===== src/rtl/crc32c_block_folder_top_macros.svh =====
// Assertion macros for the CRC32C block folder
`ifndef CRC32C_BLOCK_FOLDER_TOP_MACROS_SVH
`define CRC32C_BLOCK_FOLDER_TOP_MACROS_SVH

// same-cycle implication, checked out of reset
`define CBF_ASSERT_NOW(lbl, ante, cons, msg) \
  lbl: assert property (@(posedge clk) disable iff (!rst_n) (ante) |-> (cons)) \
    else $error(msg);

// next-cycle implication, checked out of reset
`define CBF_ASSERT_NEXT(lbl, ante, cons, msg) \
  lbl: assert property (@(posedge clk) disable iff (!rst_n) (ante) |=> (cons)) \
    else $error(msg);

`endif


===== src/rtl/cbf_pkg.sv =====
// Package: types, folding constants and carry-less product for the CRC32C block folder
package cbf_pkg;

  localparam logic [63:0] K5    = 64'h0000_0000_F20C_0DFE;
  localparam logic [63:0] K6    = 64'h0000_0001_4CD0_0BD6;
  localparam logic [63:0] K7    = 64'h0000_0000_DD45_AAB8;
  localparam logic [63:0] P1    = 64'h0000_0001_05EC_76F0;
  localparam logic [63:0] P2    = 64'h0000_0000_DEA7_13F1;
  localparam logic [63:0] LOW32 = 64'h0000_0000_FFFF_FFFF;

  typedef struct packed {
    logic [63:0] blk_lo;
    logic [63:0] blk_hi;
    logic        first;
    logic        last;
  } cbf_item_t;

  typedef struct packed {
    logic idle;
    logic reducing;
  } cbf_back_stat_t;

  // 64 x 64 -> 128 carry-less product
  function automatic logic [127:0] clmul64(input logic [63:0] a, input logic [63:0] b);
    logic [127:0] r;
    r = '0;
    for (int i = 0; i < 64; i++) begin
      if (b[i]) begin
        r = r ^ ({64'd0, a} << i);
      end
    end
    return r;
  endfunction

endpackage


===== src/rtl/cbf_front.sv =====
// Front end: accepts blocks, merges the starting CRC into first blocks
module cbf_front (
  input  logic              in_valid,
  output logic              in_ready,
  input  logic [63:0]       in_data_low_word,
  input  logic [63:0]       in_data_high_word,
  input  logic [31:0]       in_initial_crc,
  input  logic              in_first_block,
  input  logic              in_last_block,
  input  logic              q_full,
  output logic              q_push,
  output cbf_pkg::cbf_item_t q_item
);
  import cbf_pkg::*;

  assign in_ready = !q_full;
  assign q_push   = in_valid && !q_full;

  always_comb begin
    q_item.blk_lo = in_first_block ? (in_data_low_word ^ {32'd0, in_initial_crc})
                                   : in_data_low_word;
    q_item.blk_hi = in_data_high_word;
    q_item.first  = in_first_block;
    q_item.last   = in_last_block;
  end

endmodule


===== src/rtl/cbf_fifo.sv =====
// Short item queue between front and back ends
module cbf_fifo #(
  parameter int DEPTH = 2
) (
  input  logic               clk,
  input  logic               rst_n,
  input  logic               push,
  input  cbf_pkg::cbf_item_t push_item,
  input  logic               pop,
  output cbf_pkg::cbf_item_t head_item,
  output logic               full,
  output logic               empty
);
  import cbf_pkg::*;

  localparam int PW = (DEPTH > 1) ? $clog2(DEPTH) : 1;
  localparam int CW = $clog2(DEPTH + 1);
  localparam logic [PW-1:0] LAST_PTR = PW'(DEPTH - 1);
  localparam logic [CW-1:0] FULL_CNT = CW'(DEPTH);

  cbf_item_t     mem_r [DEPTH];
  logic [PW-1:0] wr_ptr_r, wr_ptr_nxt;
  logic [PW-1:0] rd_ptr_r, rd_ptr_nxt;
  logic [CW-1:0] cnt_r, cnt_nxt;
  logic          do_push, do_pop;

  assign full      = (cnt_r == FULL_CNT);
  assign empty     = (cnt_r == '0);
  assign do_push   = push && !full;
  assign do_pop    = pop && !empty;
  assign head_item = mem_r[rd_ptr_r];

  always_comb begin
    wr_ptr_nxt = wr_ptr_r;
    rd_ptr_nxt = rd_ptr_r;
    cnt_nxt    = cnt_r;
    if (do_push) begin
      wr_ptr_nxt = (wr_ptr_r == LAST_PTR) ? '0 : wr_ptr_r + PW'(1);
    end
    if (do_pop) begin
      rd_ptr_nxt = (rd_ptr_r == LAST_PTR) ? '0 : rd_ptr_r + PW'(1);
    end
    if (do_push && !do_pop) begin
      cnt_nxt = cnt_r + CW'(1);
    end else if (do_pop && !do_push) begin
      cnt_nxt = cnt_r - CW'(1);
    end
  end

  always_ff @(posedge clk) begin
    if (!rst_n) begin
      wr_ptr_r <= '0;
      rd_ptr_r <= '0;
      cnt_r    <= '0;
    end else begin
      wr_ptr_r <= wr_ptr_nxt;
      rd_ptr_r <= rd_ptr_nxt;
      cnt_r    <= cnt_nxt;
    end
  end

  always_ff @(posedge clk) begin
    if (do_push) begin
      mem_r[wr_ptr_r] <= push_item;
    end
  end

endmodule


===== src/rtl/cbf_back.sv =====
// Back end: 128-bit fold accumulator, staged reduction and result register
module cbf_back (
  input  logic                    clk,
  input  logic                    rst_n,
  input  cbf_pkg::cbf_item_t      head_item,
  input  logic                    q_empty,
  output logic                    q_pop,
  output cbf_pkg::cbf_back_stat_t stat,
  output logic                    out_valid,
  input  logic                    out_ready,
  output logic [31:0]             out_crc_out
);
  import cbf_pkg::*;

  localparam logic [2:0] ST_IDLE = 3'd0;
  localparam logic [2:0] ST_RED1 = 3'd1;
  localparam logic [2:0] ST_RED2 = 3'd2;
  localparam logic [2:0] ST_RED3 = 3'd3;
  localparam logic [2:0] ST_RED4 = 3'd4;

  logic [2:0]   state_r, state_nxt;
  logic [63:0]  acc_lo_r, acc_lo_nxt;
  logic [63:0]  acc_hi_r, acc_hi_nxt;
  logic [63:0]  r_lo_r, r_lo_nxt;
  logic [63:0]  r_hi_r, r_hi_nxt;
  logic [31:0]  t_r, t_nxt;
  logic         out_valid_r, out_valid_nxt;
  logic [31:0]  out_crc_r, out_crc_nxt;
  logic [127:0] prod_a, prod_b, prod_r;
  logic [63:0]  s_lo, s_hi;
  logic         out_free;

  assign out_free  = !out_valid_r || out_ready;
  assign q_pop     = (state_r == ST_IDLE) && !q_empty;
  assign out_valid = out_valid_r;
  assign out_crc_out = out_crc_r;
  assign stat.idle     = (state_r == ST_IDLE);
  assign stat.reducing = (state_r != ST_IDLE);

  // fold products
  assign prod_a = clmul64(acc_lo_r, K5);
  assign prod_b = clmul64(acc_hi_r, K6);

  assign s_lo = {r_hi_r[31:0], r_lo_r[63:32]};
  assign s_hi = {32'd0, r_hi_r[63:32]};

  always_comb begin
    state_nxt     = state_r;
    acc_lo_nxt    = acc_lo_r;
    acc_hi_nxt    = acc_hi_r;
    r_lo_nxt      = r_lo_r;
    r_hi_nxt      = r_hi_r;
    t_nxt         = t_r;
    out_valid_nxt = out_valid_r && !out_ready;
    out_crc_nxt   = out_crc_r;
    prod_r        = '0;
    unique case (state_r)
      ST_IDLE: begin
        if (!q_empty) begin
          if (head_item.first) begin
            acc_lo_nxt = head_item.blk_lo;
            acc_hi_nxt = head_item.blk_hi;
          end else begin
            acc_lo_nxt = prod_a[63:0] ^ prod_b[63:0] ^ head_item.blk_lo;
            acc_hi_nxt = prod_a[127:64] ^ prod_b[127:64] ^ head_item.blk_hi;
          end
          if (head_item.last) begin
            state_nxt = ST_RED1;
          end
        end
      end
      ST_RED1: begin
        // 128 -> 64
        prod_r    = clmul64(K6, acc_lo_r);
        r_lo_nxt  = acc_hi_r ^ prod_r[63:0];
        r_hi_nxt  = prod_r[127:64];
        state_nxt = ST_RED2;
      end
      ST_RED2: begin
        // 64 -> 32
        prod_r    = clmul64(K7, r_lo_r & LOW32);
        r_lo_nxt  = prod_r[63:0] ^ s_lo;
        r_hi_nxt  = prod_r[127:64] ^ s_hi;
        state_nxt = ST_RED3;
      end
      ST_RED3: begin
        // Barrett, first product
        prod_r    = clmul64(P2, r_lo_r & LOW32);
        t_nxt     = prod_r[31:0];
        state_nxt = ST_RED4;
      end
      ST_RED4: begin
        prod_r = clmul64(P1, {32'd0, t_r});
        if (out_free) begin
          out_valid_nxt = 1'b1;
          out_crc_nxt   = r_lo_r[63:32] ^ prod_r[63:32];
          state_nxt     = ST_IDLE;
        end
      end
      default: begin
        state_nxt = ST_IDLE;
      end
    endcase
  end

  always_ff @(posedge clk) begin
    if (!rst_n) begin
      state_r     <= ST_IDLE;
      acc_lo_r    <= '0;
      acc_hi_r    <= '0;
      out_valid_r <= 1'b0;
    end else begin
      state_r     <= state_nxt;
      acc_lo_r    <= acc_lo_nxt;
      acc_hi_r    <= acc_hi_nxt;
      out_valid_r <= out_valid_nxt;
    end
  end

  always_ff @(posedge clk) begin
    r_lo_r    <= r_lo_nxt;
    r_hi_r    <= r_hi_nxt;
    t_r       <= t_nxt;
    out_crc_r <= out_crc_nxt;
  end

endmodule


===== src/rtl/crc32c_block_folder_top.sv =====
// Top level of the CRC32C block folder
//
//   channel | ports                                   | moves
//   in      | in_valid / in_ready, in_* fields        | one 16-byte block per item
//   out     | out_valid / out_ready, out_crc_out      | one CRC per last block
//
// A block that is not last takes one fold of the accumulator in the back end; a
// last block takes the fold, then four reduction steps through the shared
// carry-less product (128->64, 64->32, two Barrett steps).
// Reset clears the accumulator, queue and result valid flag; no clearing pass.
// A stalled result holds in the output register; the back end then waits in its
// final reduction step while the queue keeps taking items until it fills.
module crc32c_block_folder_top #(
  parameter int QUEUE_DEPTH = 2
) (
  input  logic        clk,
  input  logic        rst_n,
  input  logic        in_valid,
  output logic        in_ready,
  input  logic [63:0] in_data_low_word,
  input  logic [63:0] in_data_high_word,
  input  logic [31:0] in_initial_crc,
  input  logic        in_first_block,
  input  logic        in_last_block,
  output logic        out_valid,
  input  logic        out_ready,
  output logic [31:0] out_crc_out
);
  import cbf_pkg::*;
  `include "crc32c_block_folder_top_macros.svh"

  cbf_item_t      push_item;
  cbf_item_t      head_item;
  cbf_back_stat_t back_stat;
  logic           q_push, q_pop, q_full, q_empty;

  cbf_front u_front (
    .in_valid          (in_valid),
    .in_ready          (in_ready),
    .in_data_low_word  (in_data_low_word),
    .in_data_high_word (in_data_high_word),
    .in_initial_crc    (in_initial_crc),
    .in_first_block    (in_first_block),
    .in_last_block     (in_last_block),
    .q_full            (q_full),
    .q_push            (q_push),
    .q_item            (push_item)
  );

  cbf_fifo #(
    .DEPTH (QUEUE_DEPTH)
  ) u_fifo (
    .clk       (clk),
    .rst_n     (rst_n),
    .push      (q_push),
    .push_item (push_item),
    .pop       (q_pop),
    .head_item (head_item),
    .full      (q_full),
    .empty     (q_empty)
  );

  cbf_back u_back (
    .clk         (clk),
    .rst_n       (rst_n),
    .head_item   (head_item),
    .q_empty     (q_empty),
    .q_pop       (q_pop),
    .stat        (back_stat),
    .out_valid   (out_valid),
    .out_ready   (out_ready),
    .out_crc_out (out_crc_out)
  );

  `CBF_ASSERT_NOW(a_pop_not_empty, q_pop, !q_empty && back_stat.idle, "pop while empty or busy")
  `CBF_ASSERT_NEXT(a_last_reduces, q_pop && head_item.last, back_stat.reducing, "no reduction")
  `CBF_ASSERT_NEXT(a_push_lands, in_valid && in_ready && !q_pop, !q_empty, "item lost")

endmodule

===== config.mk =====
export PLATFORM = sky130hd
export DESIGN_NAME = crc32c_block_folder_top
export DESIGN_NICKNAME = d
export VERILOG_FILES = /design/src/rtl/cbf_pkg.sv /design/src/rtl/cbf_front.sv /design/src/rtl/cbf_fifo.sv /design/src/rtl/cbf_back.sv /design/src/rtl/crc32c_block_folder_top.sv
export VERILOG_INCLUDE_DIRS = /design/src /design/src/rtl
export SDC_FILE = /design/constraint.sdc
export NUM_CORES = 2
export LEC_CHECK = 0
export BUFFER_PORTS_ARGS = -buffer_cell sky130_fd_sc_hd__buf_2
export CAP_MARGIN = 20
export CORE_ASPECT_RATIO = 0.7
export CORE_MARGIN = 2
export CORE_UTILIZATION = 55
export DETAILED_ROUTE_END_ITERATION = 7
export PLACE_DENSITY = 0.73
export SYNTH_ARGS = -nofsm -noshare
export SYNTH_HDL_FRONTEND = slang
export SYNTH_SLANG_ARGS = --single-unit

===== constraint.sdc =====
create_clock -name clk -period 19.1 [get_ports clk]
set_input_delay 2.865 -clock clk [delete_from_list [all_inputs] [get_ports clk]]
set_output_delay 2.865 -clock clk [all_outputs]
set_load 0.005 [all_outputs]

Word-level counts from Yosys, hierarchy flattened:

Memories as Yosys holds them, arrays and structs flattened. A register that Yosys moved wholly into a read port is not among the register bits.
Cells that the tools add are included.

* register bits after elaboration: 328
* bits in latches: 0
* bits in writable memories: 260
* ROM bits: 0
* input port bits: 166
* output and inout bits: 34
* word-level logic and storage cells: 579
* memories: 1

Memories
* u_fifo.mem_r: depth 2, bits a word 130, read ports 1, clocked after memory_dff 1, write ports 1, line cbf_fifo.sv:21 `cbf_item_t mem_r [DEPTH];`

* add/subtract/negate cells: 4
* multiply operators: 0
* div/mod/pow operators: 0
* order comparisons: 0
* equal/unequal tests: 8
* shift operators: 0
* mux-type cells: 338
* bitwise gates (word level): 196
* reductions and logical operators: 21

Operator list (number)
* $mux 128: 96
* $mux 64: 37
* $mux 32: 51
* $not 17->17: 64
* $not 15->15: 64
* $xor 64x64->64: 6
* $pmux 64 s2: 2
* $xor 128x68->128: 2
* $xor 128x70->128: 2
* $xor 128x71->128: 2
* $xor 128x72->128: 2
* $xor 128x75->128: 2
* $xor 128x94->128: 2
* $mux 31: 7
* $mux 63: 3
* $mux 62: 3
* $mux 61: 3
* $mux 60: 3
* $mux 59: 3
* $mux 58: 3
* $mux 57: 3
* $mux 56: 3
* $mux 55: 3
* $mux 54: 3
* other kinds (111): 198

Longest topological paths before layout:

* depth in word-level cells: 193
* mapped depth: 9

Hierarchy:

From an unflattened synthesis, not the netlist that was laid out.

* cells, all modules: 3749
* area total of the unflattened synthesis: 43239.0 um^2

Modules (own cells, without submodules)
* cbf_back: instances 1, cells an instance 3153, area each 32418.6 um^2, sequential area each 7447.1 um^2
* cbf_fifo: instances 1, cells an instance 429, area each 9640.5 um^2, sequential area each 7907.6 um^2
* cbf_front: instances 1, cells an instance 167, area each 1179.9 um^2, sequential area each 0.0 um^2

Worst setup path after synthesis:

No wires, ideal clock.

* kind: input to register
* from: in in_valid
* to: mem u_fifo.mem_r[0][0] (netlist name), enable pin
* library setup time: 0.621 ns
* arrival time: 8.353 ns
* required time: 18.479 ns
* path slack: 10.126 ns
* cell stages on the path: 2
* path buffers: 0
* path through: nand2_1 > nor2_1

* longest elaborated chain between the ends: 4

Ends and longest elaborated chain
* start: declaration: line crc32c_block_folder_top.sv:18 `input logic in_valid,`
* $logic_and 1x1->1: line cbf_front.sv:17 `assign q_push = in_valid && !q_full;`
* $logic_and 1x1->1: line cbf_fifo.sv:29 `assign do_push = push && !full;`
* $mux 1: line cbf_fifo.sv:63 `if (do_push) begin`
* $mux 1 (not written as such): line cbf_fifo.sv:64 `mem_r[wr_ptr_r] <= push_item;`
* end: declaration: line cbf_fifo.sv:21

Every way passes these cells.

Final worst setup path:

* from: in in_valid
* to: mem u_fifo.mem_r[0][81] (netlist name), enable pin

The elaborated chain is that of the path after synthesis.

==> out/qor.yml <==
status:
  status: "finished, final reports clean"
floorplanning:
  die_w_um: 335
  die_h_um: 235
  core_area_um2: 75500
  row_count: 84
  dieArea_um2: 78800
  start_util_pct: 55.8
  io-pin-count: 200
logic_synthesis:
  yosys.area.top_type: "xnor2_1"
  synth.yosys.warnings: 0
  yosys.cell_count.top_type: "xnor2_1"
  synth_top_cell_area_share_pct: 30.3
  ys_async_sr_fraction_pct: 0
  synthesis.nets: 3811
  synth_cell_types: 49
  ys_ff_latch: 557
  ys.flop_type: "edfxtp_1"
  ys_top_cells_by_area: "xnor2_1 30%, edfxtp_1 30%, xnor3_1 9.5%"
  netlist_area_um2: 42100
  syn_avg_cell_area_um2: 11.6
  synth-edff-count: 420
  synthTopCellsByCount: "1455 x xnor2_1, 420 x edfxtp_1, 382 x xor2_1"
  syn_inst: 3644
  ys_seq_area_share_pct: 36.5
timing:
  skew_ns: 0.0453
  rsz0062_at_grt: "false"
  tightest_slew_ns: 1.26
  timing.final.crit_share_pct: 24.3
  final_max_slew_viol_count: 0
  min_period_ns: 4.63
  fmax_ghz: 0.216
  slew-limit-headroom_pct: 15.1
  hold_violations: 0
  tns_ns: 0
  finalSetupViolCount: 0
  finalWorstSetupSlack_ns: 14.47
layout:
  final_area_um2: 45900
  diodes: 0
  regArea_um2: 15400
  num-fill-cells: 6207
  area_growth_pct: 9.08
  layout-drive-gt1-share_pct: 11.6
  multi_input_area_um2: 25700
  layout.nets: 3905
cts:
  cts_setup_buffers: 0
  cts_max_level: 2
  clock-sinks: 557
  cts-buffers-inserted: 53
  tritoncts: "yes"
  cts_resized: 0
  clk_pin_slew_worst_paths_ns: 0.07
  cts_hold_buf: 0
  worstSkewPairLatency_ns: 0.67
  cts_root_buf: "clkbuf_16"
  cts.path.max_buffers: 3
place:
  place_area_um2: 44000
  hpwlAfterDp_um: 112000
  gp_congestion: 1.02
  dp_slack_ns: 13.81
  portBuffers: 199
worst_setup_path:
  critPathLaunch: "in_valid"
  critPathCaptureType: "flop"
  crit_type: "primary input to flop"
  required_ns: 19.37
  crit_arrival_ns: 4.90
  r2r_start: "u_back.acc_hi_r[39]"
  path_common_cell: "buf_4"
  crit_path_max_incr_delay_ns: 0.82
  cp-start-kind: "primary input"
  cp_max_fo: 69
  path_cells: "buf_2 > nand2_1 > nor2_4 > buf_4 > buf_4"
  cp_slowest_cell: "buf_4"
  crit_family: "buffers and inverters"
  crit_buf_inv: 3
grt:
  track_usage_pct: 36.3
  grt-ovfl-total: 0
  grt_max_degree: 99
  grt.busiest_layer: "met1"
  antenna_found_initial: 1
  grt_pass1_vias: 26600
  met2_usage_pct: 48.7
  grt_first_pass_wirelength_um: 201000
  grtUsageMet1_pct: 54.2
  use_met3_pct: 15.1
routing:
  drc_errors: 0
  vias: 27800
  wl_per_cell_um: 30.2
  drt_wl_total_um: 144000
  drtAntennaViolNets: 0
  dr.pass1.iters: 5
  drt_iter0_markers: 4176
  vias_per_cell: 5.82
min_path:
  min_from: "u_back.acc_lo_r[61]"
  worstHoldPathType: "flop to flop"
flow_run:
  cap_violations: 0
## per-stage QoR
| stage | std cells | hold WS (ns) | utilization, % |
|---|---|---|---|
| 6_report | 4772 | 0.462 | 60.8 |
| 4_1_cts | 4771 | 0.464 | 60.8 |
| 3_3_place_gp | 4669 | 0.440 | 58.3 |
| 2_1_floorplan | 3644 | 0.424 | - |
| 3_5_place_dp | 4671 | 0.448 | 58.3 |
| 5_1_grt | 4772 | 0.490 | 60.8 |
## cell usage in the layout, fill, tap and decap left out, types with 4 or more instances in the layout
master,netlist,final
inv_1,4,4
clkinvlp_4,0,5
xnor2_1,1455,1450
xnor3_1,177,177
a21o_1,5,5
edfxtp_1,420,420
nor2b_1,6,5
buf_4,3,95
a32o_1,11,11
xor2_1,382,381
xnor3_4,4,4
or3_1,14,14
xnor2_2,16,21
clkbuf_16,0,53
and3_1,10,9
mux2_2,9,9
nand3b_1,6,6
dfxtp_1,137,136
buf_2,46,199
clkbuf_1,173,4
clkinv_2,0,7
xor3_1,26,26
nor2_1,140,137
a211oi_1,33,33
clkinv_1,0,10
a22o_1,4,4
clkinv_4,0,5
o21ai_0,88,88
nand3_1,28,28
nand2_1,176,176
nor3_1,4,4
a21oi_1,80,80
xor2_2,6,7
mux2i_1,127,126
bufinv_16,0,10
## cell families after synthesis
family,Yosys count,share of synthesized area (%)
muxes,136,3.26
AOI/OAI and AO/OA,227,3.14
and+or+nand+nor,392,3.87
buffers and inverters,262,2.76
xor gates and xnor gates,2069,50.5
adders and majority gates,1,0.0297
DFF,557,36.5
## final timing paths
path                               to  slack [ns]  cells past startpoint
setup / recovery  u_fifo.mem_r[0][81]       14.47                      5
hold / removal    u_back.acc_lo_r[61]        0.46                      2
setup reg to reg   u_back.acc_hi_r[1]       15.21                      7
hold reg to reg   u_back.acc_lo_r[61]        0.46                      2
## flip-flops by register name, indices dropped and copies added, names as in the netlist, named ones only
register and flops:
u_back.acc_hi_r 64, u_back.acc_lo_r 64, u_back.out_crc_out 32, u_back.out_valid 1, u_back.r_hi_r 32, u_back.r_lo_r 64, u_back.state_r 3, u_back.t_r 32
u_fifo.cnt_r 2, u_fifo.mem_r 260, u_fifo.rd_ptr_r 1, u_fifo.wr_ptr_r 1
## worst reg2reg max path, delay by kind of cell, from the launching register on
kind	cells	cell delay, ns
compound gates	2	0.47
xor+xnor	5	2.49
flops	1	0.85
## layer usage
metal  wire length [um]  part of all wire [%]  vias up
met5                179                  0.12        -
met3              22800                    16      195
li1                   -                     -    12100
met2              56200                    39     1800
met4               2970                   2.1        2
met1              61800                    43    13600
## area by class of cell
type | instances | area share, %
Multi-Input combinational cell | 2825 | 55.9
Inverter | 5 | 0.0409
Clock inverter | 43 | 1.18
Tap cell | 989 | 2.70
Clock buffer | 57 | 2.92
Timing Repair Buffer | 296 | 3.80
Sequential cell | 557 | 33.5
Power is not shown: default switching activity piles up to over one toggle a cycle in this logic, so the estimate is an artifact.
